$ cat config.mk
export PLATFORM = sky130hd
export DESIGN_NAME = bie_engine
export DESIGN_NICKNAME = d
export VERILOG_FILES = /design/src/sv/bie_pkg.sv /design/src/sv/bie_engine.sv
export SDC_FILE = /design/constraint.sdc
export NUM_CORES = 1
export LEC_CHECK = 0
export ABC_AREA = 1
export BUFFER_PORTS_ARGS = -buffer_cell sky130_fd_sc_hd__buf_2
export CORE_ASPECT_RATIO = 0.9
export CORE_UTILIZATION = 49
export CTS_CLUSTER_DIAMETER = 120
export CTS_CLUSTER_SIZE = 14
export DETAILED_ROUTE_END_ITERATION = 7
export HOLD_SLACK_MARGIN = 0.08
export PLACE_DENSITY = 0.76
export SYNTH_ARGS = -nofsm -noshare
export SYNTH_HDL_FRONTEND = slang
export SYNTH_SLANG_ARGS = --single-unit
$ cat constraint.sdc
create_clock -name clock -period 2.7 [get_ports clock]
set_input_delay 0.405 -clock clock [delete_from_list [all_inputs] [get_ports clock]]
set_output_delay 0.405 -clock clock [all_outputs]
set_load 0.05 [all_outputs]
$ cat src/sv/bie_pkg.sv
// Shared types, codes and constants of the brainfuck instruction engine.
package bie_pkg;

   localparam int OP_WIDTH     = 2;
   localparam int ADDR_WIDTH   = 10;
   localparam int BYTE_WIDTH   = 8;
   localparam int STATUS_WIDTH = 2;

   localparam int DEF_PROGRAM_DEPTH = 1024;
   localparam int DEF_TAPE_DEPTH    = 1024;
   localparam int DEF_STACK_DEPTH   = 256;

   // Item operations.
   localparam logic [OP_WIDTH-1:0] OP_LOAD  = 2'd0;
   localparam logic [OP_WIDTH-1:0] OP_START = 2'd1;
   localparam logic [OP_WIDTH-1:0] OP_STEP  = 2'd2;

   // Run status codes.
   localparam logic [STATUS_WIDTH-1:0] STAT_RUN       = 2'd0;
   localparam logic [STATUS_WIDTH-1:0] STAT_END       = 2'd1;
   localparam logic [STATUS_WIDTH-1:0] STAT_OVERFLOW  = 2'd2;
   localparam logic [STATUS_WIDTH-1:0] STAT_UNMATCHED = 2'd3;

   // Program command characters.
   localparam logic [BYTE_WIDTH-1:0] CH_NUL   = 8'h00;
   localparam logic [BYTE_WIDTH-1:0] CH_PLUS  = 8'h2B;
   localparam logic [BYTE_WIDTH-1:0] CH_COMMA = 8'h2C;
   localparam logic [BYTE_WIDTH-1:0] CH_MINUS = 8'h2D;
   localparam logic [BYTE_WIDTH-1:0] CH_DOT   = 8'h2E;
   localparam logic [BYTE_WIDTH-1:0] CH_LT    = 8'h3C;
   localparam logic [BYTE_WIDTH-1:0] CH_GT    = 8'h3E;
   localparam logic [BYTE_WIDTH-1:0] CH_LBR   = 8'h5B;
   localparam logic [BYTE_WIDTH-1:0] CH_RBR   = 8'h5D;

   typedef struct packed {
      logic [OP_WIDTH-1:0]   operation;
      logic [ADDR_WIDTH-1:0] address;
      logic [BYTE_WIDTH-1:0] data;
   } req_item_type;

   typedef struct packed {
      logic                    char_valid;
      logic [BYTE_WIDTH-1:0]   char_out;
      logic [STATUS_WIDTH-1:0] status;
      logic [ADDR_WIDTH-1:0]   program_counter;
   } rsp_item_type;

   typedef enum logic [1:0] {
      S_CLEAR,
      S_IDLE,
      S_LOAD,
      S_EXEC
   } fsm_state_type;

endpackage

$ cat src/sv/bie_engine.sv
// Sequencer and datapath: fetch, execute and write back one instruction per step item.
module bie_engine #(
   parameter int PROGRAM_DEPTH = bie_pkg::DEF_PROGRAM_DEPTH,
   parameter int TAPE_DEPTH    = bie_pkg::DEF_TAPE_DEPTH,
   parameter int STACK_DEPTH   = bie_pkg::DEF_STACK_DEPTH
) (
   input  logic                             clock,
   input  logic                             reset,
   input  logic                             start,
   output logic                             busy,
   input  bie_pkg::req_item_type            req_item,
   output logic                             rsp_valid,
   output bie_pkg::rsp_item_type            rsp_item,
   output logic                             prog_we,
   output logic [$clog2(PROGRAM_DEPTH)-1:0] prog_waddr,
   output logic [bie_pkg::BYTE_WIDTH-1:0]   prog_wdata,
   output logic                             prog_re,
   output logic [$clog2(PROGRAM_DEPTH)-1:0] prog_raddr,
   input  logic [bie_pkg::BYTE_WIDTH-1:0]   prog_rdata,
   output logic                             tape_we,
   output logic [$clog2(TAPE_DEPTH)-1:0]    tape_waddr,
   output logic [bie_pkg::BYTE_WIDTH-1:0]   tape_wdata,
   output logic                             tape_re,
   output logic [$clog2(TAPE_DEPTH)-1:0]    tape_raddr,
   input  logic [bie_pkg::BYTE_WIDTH-1:0]   tape_rdata,
   output logic                             stk_we,
   output logic [$clog2(STACK_DEPTH)-1:0]   stk_waddr,
   output logic [$clog2(PROGRAM_DEPTH)-1:0] stk_wdata,
   output logic                             stk_re,
   output logic [$clog2(STACK_DEPTH)-1:0]   stk_raddr,
   input  logic [$clog2(PROGRAM_DEPTH)-1:0] stk_rdata
);
   import bie_pkg::*;

   localparam int PAW       = $clog2(PROGRAM_DEPTH);
   localparam int PCW       = $clog2(PROGRAM_DEPTH + 1);
   localparam int TAW       = $clog2(TAPE_DEPTH);
   localparam int SAW       = $clog2(STACK_DEPTH);
   localparam int SDW       = $clog2(STACK_DEPTH + 1);
   localparam int CLR_DEPTH = (PROGRAM_DEPTH > TAPE_DEPTH) ? PROGRAM_DEPTH : TAPE_DEPTH;
   localparam int CW        = $clog2(CLR_DEPTH);
   localparam int CW1       = CW + 1;
   localparam int LW        = (ADDR_WIDTH > PCW) ? ADDR_WIDTH : PCW;

   fsm_state_type           state_ff, state_in;
   logic [PCW-1:0]          pc_ff, pc_in;
   logic [TAW-1:0]          tp_ff, tp_in;
   logic [SDW-1:0]          sd_ff, sd_in;
   logic [SDW-1:0]          skip_ff, skip_in;
   logic [STATUS_WIDTH-1:0] status_ff, status_in;
   logic [CW-1:0]           clr_ff, clr_in;
   logic                    clear_prog_ff, clear_prog_in;
   logic [ADDR_WIDTH-1:0]   addr_ff, addr_in;
   logic [BYTE_WIDTH-1:0]   data_ff, data_in;
   logic                    rsp_valid_ff, rsp_valid_in;
   rsp_item_type            rsp_item_ff, rsp_item_in;

   logic           accept;
   logic           addr_high;
   logic           clr_done;
   logic           emit;
   logic           char_emit;
   logic           do_adv;
   logic [PCW-1:0] adv_base;
   logic [PCW-1:0] adv_pc;
   logic           adv_end;

   assign busy      = (state_ff != S_IDLE);
   assign accept    = start && (state_ff == S_IDLE);
   assign addr_high = LW'(addr_ff) >= LW'(PROGRAM_DEPTH);
   assign clr_done  = clear_prog_ff ? (clr_ff == CW'(CLR_DEPTH - 1))
                                    : (clr_ff == CW'(TAPE_DEPTH - 1));

   // Every item issues the three reads; only a step item uses the data.
   assign prog_re    = accept;
   assign prog_raddr = PAW'(pc_ff);
   assign tape_re    = accept;
   assign tape_raddr = tp_ff;
   assign stk_re     = accept;
   assign stk_raddr  = SAW'(sd_ff - 1'b1);

   assign adv_pc  = adv_base + 1'b1;
   assign adv_end = adv_pc >= PCW'(PROGRAM_DEPTH);

   always_comb begin
      state_in = state_ff;
      case (state_ff)
         S_CLEAR: begin
            if (clr_done) begin
               state_in = S_IDLE;
            end
         end
         S_IDLE: begin
            if (accept) begin
               case (req_item.operation)
                  OP_LOAD:  state_in = S_LOAD;
                  OP_START: state_in = S_CLEAR;
                  OP_STEP:  state_in = (status_ff == STAT_RUN) ? S_EXEC : S_IDLE;
                  default:  state_in = S_IDLE;
               endcase
            end
         end
         S_LOAD: begin
            if (!addr_high) begin
               state_in = S_IDLE;
            end
         end
         S_EXEC: begin
            state_in = S_IDLE;
         end
         default: begin
            state_in = S_IDLE;
         end
      endcase
   end

   always_comb begin
      pc_in         = pc_ff;
      tp_in         = tp_ff;
      sd_in         = sd_ff;
      skip_in       = skip_ff;
      status_in     = status_ff;
      clr_in        = clr_ff;
      clear_prog_in = clear_prog_ff;
      addr_in       = addr_ff;
      data_in       = data_ff;
      emit          = 1'b0;
      char_emit     = 1'b0;
      do_adv        = 1'b0;
      adv_base      = pc_ff;
      prog_we       = 1'b0;
      prog_waddr    = PAW'(addr_ff);
      prog_wdata    = data_ff;
      tape_we       = 1'b0;
      tape_waddr    = tp_ff;
      tape_wdata    = tape_rdata;
      stk_we        = 1'b0;
      stk_waddr     = SAW'(sd_ff);
      stk_wdata     = PAW'(pc_ff);

      case (state_ff)
         S_CLEAR: begin
            prog_we    = clear_prog_ff && (CW1'(clr_ff) < CW1'(PROGRAM_DEPTH));
            prog_waddr = PAW'(clr_ff);
            prog_wdata = '0;
            tape_we    = CW1'(clr_ff) < CW1'(TAPE_DEPTH);
            tape_waddr = TAW'(clr_ff);
            tape_wdata = '0;
            clr_in     = clr_ff + 1'b1;
            // A start item reports once the tape is clean; the reset sweep does not.
            emit       = clr_done && !clear_prog_ff;
         end
         S_IDLE: begin
            if (accept) begin
               addr_in = req_item.address;
               data_in = req_item.data;
               case (req_item.operation)
                  OP_LOAD: begin
                  end
                  OP_START: begin
                     pc_in         = '0;
                     tp_in         = '0;
                     sd_in         = '0;
                     skip_in       = '0;
                     status_in     = STAT_RUN;
                     clr_in        = '0;
                     clear_prog_in = 1'b0;
                  end
                  OP_STEP: begin
                     emit = (status_ff != STAT_RUN);
                  end
                  default: begin
                     emit = 1'b1;
                  end
               endcase
            end
         end
         S_LOAD: begin
            // Fold the load address into the program store one depth at a time.
            if (addr_high) begin
               addr_in = addr_ff - ADDR_WIDTH'(PROGRAM_DEPTH);
            end else begin
               prog_we = 1'b1;
               emit    = 1'b1;
            end
         end
         S_EXEC: begin
            emit = 1'b1;
            if (pc_ff >= PCW'(PROGRAM_DEPTH)) begin
               status_in = STAT_END;
            end else if (prog_rdata == CH_NUL) begin
               status_in = STAT_END;
            end else if (skip_ff != '0) begin
               case (prog_rdata)
                  CH_LBR: begin
                     if (skip_ff >= SDW'(STACK_DEPTH)) begin
                        status_in = STAT_OVERFLOW;
                     end else begin
                        skip_in = skip_ff + 1'b1;
                        do_adv  = 1'b1;
                     end
                  end
                  CH_RBR: begin
                     skip_in = skip_ff - 1'b1;
                     do_adv  = 1'b1;
                  end
                  default: begin
                     do_adv = 1'b1;
                  end
               endcase
            end else begin
               do_adv = 1'b1;
               case (prog_rdata)
                  CH_PLUS: begin
                     tape_we    = 1'b1;
                     tape_wdata = tape_rdata + 1'b1;
                  end
                  CH_MINUS: begin
                     tape_we    = 1'b1;
                     tape_wdata = tape_rdata - 1'b1;
                  end
                  CH_DOT: begin
                     char_emit = 1'b1;
                  end
                  CH_COMMA: begin
                     tape_we    = 1'b1;
                     tape_wdata = data_ff;
                  end
                  CH_GT: begin
                     tp_in = (tp_ff == TAW'(TAPE_DEPTH - 1)) ? '0 : tp_ff + 1'b1;
                  end
                  CH_LT: begin
                     tp_in = (tp_ff == '0) ? TAW'(TAPE_DEPTH - 1) : tp_ff - 1'b1;
                  end
                  CH_LBR: begin
                     if (tape_rdata == '0) begin
                        skip_in = SDW'(1);
                     end else if (sd_ff >= SDW'(STACK_DEPTH)) begin
                        status_in = STAT_OVERFLOW;
                        do_adv    = 1'b0;
                     end else begin
                        stk_we = 1'b1;
                        sd_in  = sd_ff + 1'b1;
                     end
                  end
                  CH_RBR: begin
                     if (sd_ff == '0) begin
                        status_in = STAT_UNMATCHED;
                        do_adv    = 1'b0;
                     end else if (tape_rdata != '0) begin
                        // Loop back to the instruction after the matching open bracket.
                        adv_base = PCW'(stk_rdata);
                     end else begin
                        sd_in = sd_ff - 1'b1;
                     end
                  end
                  default: begin
                  end
               endcase
            end
            if (do_adv) begin
               pc_in = adv_pc;
               if (adv_end) begin
                  status_in = STAT_END;
               end
            end
         end
         default: begin
         end
      endcase

      rsp_valid_in                = emit;
      rsp_item_in.char_valid      = char_emit;
      rsp_item_in.char_out        = char_emit ? tape_rdata : '0;
      rsp_item_in.status          = status_in;
      rsp_item_in.program_counter = ADDR_WIDTH'(pc_in);
   end

   always_ff @(posedge clock) begin
      if (reset) begin
         state_ff      <= S_CLEAR;
         pc_ff         <= '0;
         tp_ff         <= '0;
         sd_ff         <= '0;
         skip_ff       <= '0;
         status_ff     <= STAT_RUN;
         clr_ff        <= '0;
         clear_prog_ff <= 1'b1;
         rsp_valid_ff  <= 1'b0;
      end else begin
         state_ff      <= state_in;
         pc_ff         <= pc_in;
         tp_ff         <= tp_in;
         sd_ff         <= sd_in;
         skip_ff       <= skip_in;
         status_ff     <= status_in;
         clr_ff        <= clr_in;
         clear_prog_ff <= clear_prog_in;
         rsp_valid_ff  <= rsp_valid_in;
      end
   end

   always_ff @(posedge clock) begin
      addr_ff     <= addr_in;
      data_ff     <= data_in;
      rsp_item_ff <= rsp_item_in;
   end

   assign rsp_valid = rsp_valid_ff;
   assign rsp_item  = rsp_item_ff;

endmodule

==> metrics.md <==
| Metric | Value |
|---|---|
| Status | finished with violations |
| Violated checks | setup timing |
| Synth Flop Type | dfxtp_1 |
| Synth warn | 0 |
| Worst flop-to-flop path endpoint | status_ff[0] |
| Mapped Area | 6165 sq um |
| Area of the multi-input gates | 3786 sq um |
| Post-route clock period utilization | 103.2% |
| CP Capture Type | flip-flop |
| GPL Wtd Cong | 0.8580 |
| Peak supply drop | 710.3 uV |
| CP dominant cell by count | buf_4 |
| Startpoint Class | primary input |
| Final Power | 5.964 mW |
| Largest net degree at the start of global routing | 37 |
| Data required time at the worst endpoint | 2910 ps |
| Worst Tran Pin Value | 529.1 ps |
| CP max stage delay | 280 ps |
| Max Fclk | 359.0 MHz |
| Max Cap Viol | 0 |
| Most frequent cells in the layout | buf_2 (147), nand2_1 (141), inv_1 (96), buf_4 (80), nor2_1 (79) |
| TritonCTS clock tree | built |
| Final WS setup | -85.78 ps |
| Count of pins over their slew limit | 0 |
| Total global-route track usage | 25.87% |
| Synthesized area per cell | 7.236 sq um |
| Gr ovfl total | 0 |
| Die width | 120.2 um |
| Rows | 38 |
| Yosys top cell area share | 24.68% |
| CTS Root Cell | clkbuf_16 |
| First-pass GRT wire length | 26.80 mm |
| Max Buffers Root-to-Sink | 2 |
| Number of cells produced by synthesis | 852 |
| I/O Pins | 160 |
| Dpl cells | 1174 |
| Final Setup Violations | 17 |
| Filler Cell Count | 1012 |
| Fraction of layout cells with a size suffix above 1 | 37.96% |
| Vias in the first global route | 5662 |
| Slowest-stage cell, CP | or2_2 |
| Post-Route Utilization | 68.90% |
| Overall die height | 108.4 um |
| H-Tree Depth | 3 |
| Final ANT Viol Nets | 0 |
| Post-synthesis sequential area ratio | 33.45% |
| DR WL/cell | 14.19 um |
| TritonCTS Buffers | 9 |
| Layout Nets | 1136 |
| Async S/R FF share, synth | 0% |
| Layout Cells excl Fill | 1227 |
| Clock sink count | 94 |
| Crit Path Class | in2reg |
| DRT Pass-1 Iters | 5 |
| Worst-path clk slew | 60 ps |
| Hold_sp | req_item[14] |
| Final period demand of the worst path | 2786 ps |
| Post-synth EDFFs | 18 |
| Synth Register Bits | 94 |
| Core area | 12170 sq um |
| Worst skew pair latency | 350 ps |
| Hold buffer count at cts | 0 |
| Internal reg-to-reg setup slack | 230 ps |
| R2R Path Start | sd_ff[0] |
| Number of diodes | 0 |
| Die Area | 13030 sq um |
| Worst path cell trace | buf_2 > nor2_2 > nand2_2 > buf_4 > buf_6 > buf_4 > buf_4 > buf_4 > buf_4 > nor2_4 > buf_6 > ha_1 > nand3_1 > nand2_2 > a21oi_2 > o21ai_2 > a21oi_1 > o21bai_1 > or2_2 > nand3_1 > a21oi_1 |
| Hold path depth | 1 |
| Final Hold Viols | 0 |
| Commonest non-fill, non-tap cell in the layout | buf_2 |
| Max-slew headroom | 64.62% |
| CP max FO | 4 |
| Initial core utilization | 50.65% |
| I/O Buffers | 159 |
| Dpl hpwl | 11.95 mm |
| DRC errors left | 0 |
| Worst Hold End | addr_ff[6] |
| Leakage power | 3.980 nW |
| Initial antenna violation count | 0 |
| Hold Slack | 228.3 ps |
| Critical Path AT | 3000 ps |
| Area Overhead vs Synth | 36.05% |
| P per Cell Area | 711.1 nW/um^2 |
| Worst Skew | 4.599 ps |
| RSZ-0062 raised after global routing | yes |
| Synth Net Count | 926 |
| Drt total wl | 17.41 mm |
| First DRT Iteration DRCs | 403 |
| Reg2reg path depth | 16 |
| Worst min-delay path class | in2reg |
| DR vias/cell | 5.228 |
| Synth area leaders | dfxtp_1 (25%), nand2_1 (10%), edfxtp_1 (8.8%) |
| Synth area leader | dfxtp_1 |
| Setup TNS Final | -738.4 ps |
| Reg area | 2062 sq um |
| Vias | 6415 |
| Netlist cell types | 53 |
==> per-layer routing <==
layer	track usage, %	vias up	part of all wire (%)
met5	0	-	0
met4	7.584	0	2.1
met3	7.120	33	6.6
met2	40.89	241	47
met1	34.49	2920	45
li1	-	3221	-
==> worst max-delay path, delay by kind of cell <==
| kind | cells | cell delay, ps |
|---|---|---|
| adders and majority gates | 1 | 220 |
| and+or+nand+nor | 7 | 920 |
| buffers and inverters | 8 | 980 |
| AOI/OAI and AO/OA | 5 | 500 |
==> what timing repair did <==
item                                   4_1_cts  5_1_grt
setup endpoints to repair                    7       47
gates cloned                                 0        1
endpoints found under the hold margin        0        0
buffers inserted                            16       25
pin swaps                                   28       55
resized for setup                           45      105
==> how the worst max path moves through the flow <==
stage	startpoint	endpoint	slack, ps	cells after the start
global route	prog_rdata[6]	tape_wdata[6]	-280	19
detailed placement	prog_rdata[6]	tape_wdata[6]	-410	19
global placement	prog_rdata[6]	tape_wdata[6]	-300	19
CTS	prog_rdata[3]	tape_wdata[6]	-140	20
finish	prog_rdata[1]	skip_ff[7]	-90	21
floorplan	prog_rdata[6]	tape_wdata[6]	-50	17
==> cells in the mapped netlist, types with 3 or more instances <==
cell      instances
nand2_1         167
inv_1           102
nor2_1           84
dfxtp_1          76
o21ai_0          69
a21oi_1          68
nand3_1          35
buf_4            33
xor2_1           24
ha_1             23
edfxtp_1         18
nor3_1           13
clkbuf_1         10
nand4_1          10
o211ai_1         10
nand2_2           9
a211oi_1          8
inv_2             7
nor2_4            6
o21ai_2           6
o22ai_1           6
or2_2             6
nor2_2            5
a21oi_2           4
o21bai_1          4
o221ai_1          4
a31oi_1           3
clkbuf_8          3
nand2_4           3
nand3_2           3
nor4_1            3
o31ai_1           3
==> sequential cells by signal (all words and copies together), names as in the netlist <==
register       cells
skip_ff            9
status_ff          2
clear_prog_ff      1
pc_ff             11
sd_ff              9
data_ff            8
state_ff           2
rsp_valid          1
tape_raddr        10
clr_ff            10
addr_ff           10
rsp_item          21
==> where the power goes <==
group          leakage, nW  internal, mW  switching (mW)
logic                 3.06         0.760            2.30
clock network        0.143         0.717           0.558
registers            0.778          1.54          0.0833
total                 3.98          3.02            2.94
==> kinds of logic after synthesis <==
| logic type | synth area share [%] |
|---|---|
| DFF | 33.45 |
| and+or+nand+nor | 26.24 |
| adders and majority gates | 5.318 |
| AOI/OAI and AO/OA | 18.23 |
| xor gates and xnor gates | 3.694 |
| buffers and inverters | 12.91 |
| muxes | 0.1624 |
==> per-stage QoR <==
| step | setup WS (ps) | area (sq um) |
|---|---|---|
| final | -85.78 | 8387 |
| after global routing | -280.5 | 8387 |
| after CTS | -141.1 | 7807 |
| after detailed placement | -411.3 | 7228 |
| after global placement | -300.9 | 7228 |
| after floorplan | -53.71 | 6206 |
==> final cells by class <==
cell class | instances | area share (%)
Multi-Input combinational cell | 596 | 45.14
Sequential cell | 94 | 24.59
Clock buffer | 10 | 2.730
Clock inverter | 6 | 0.7310
Timing Repair Buffer | 250 | 19.36
Tap cell | 160 | 2.387
Inverter | 111 | 5.057
Power figures use the tool's default switching activity.
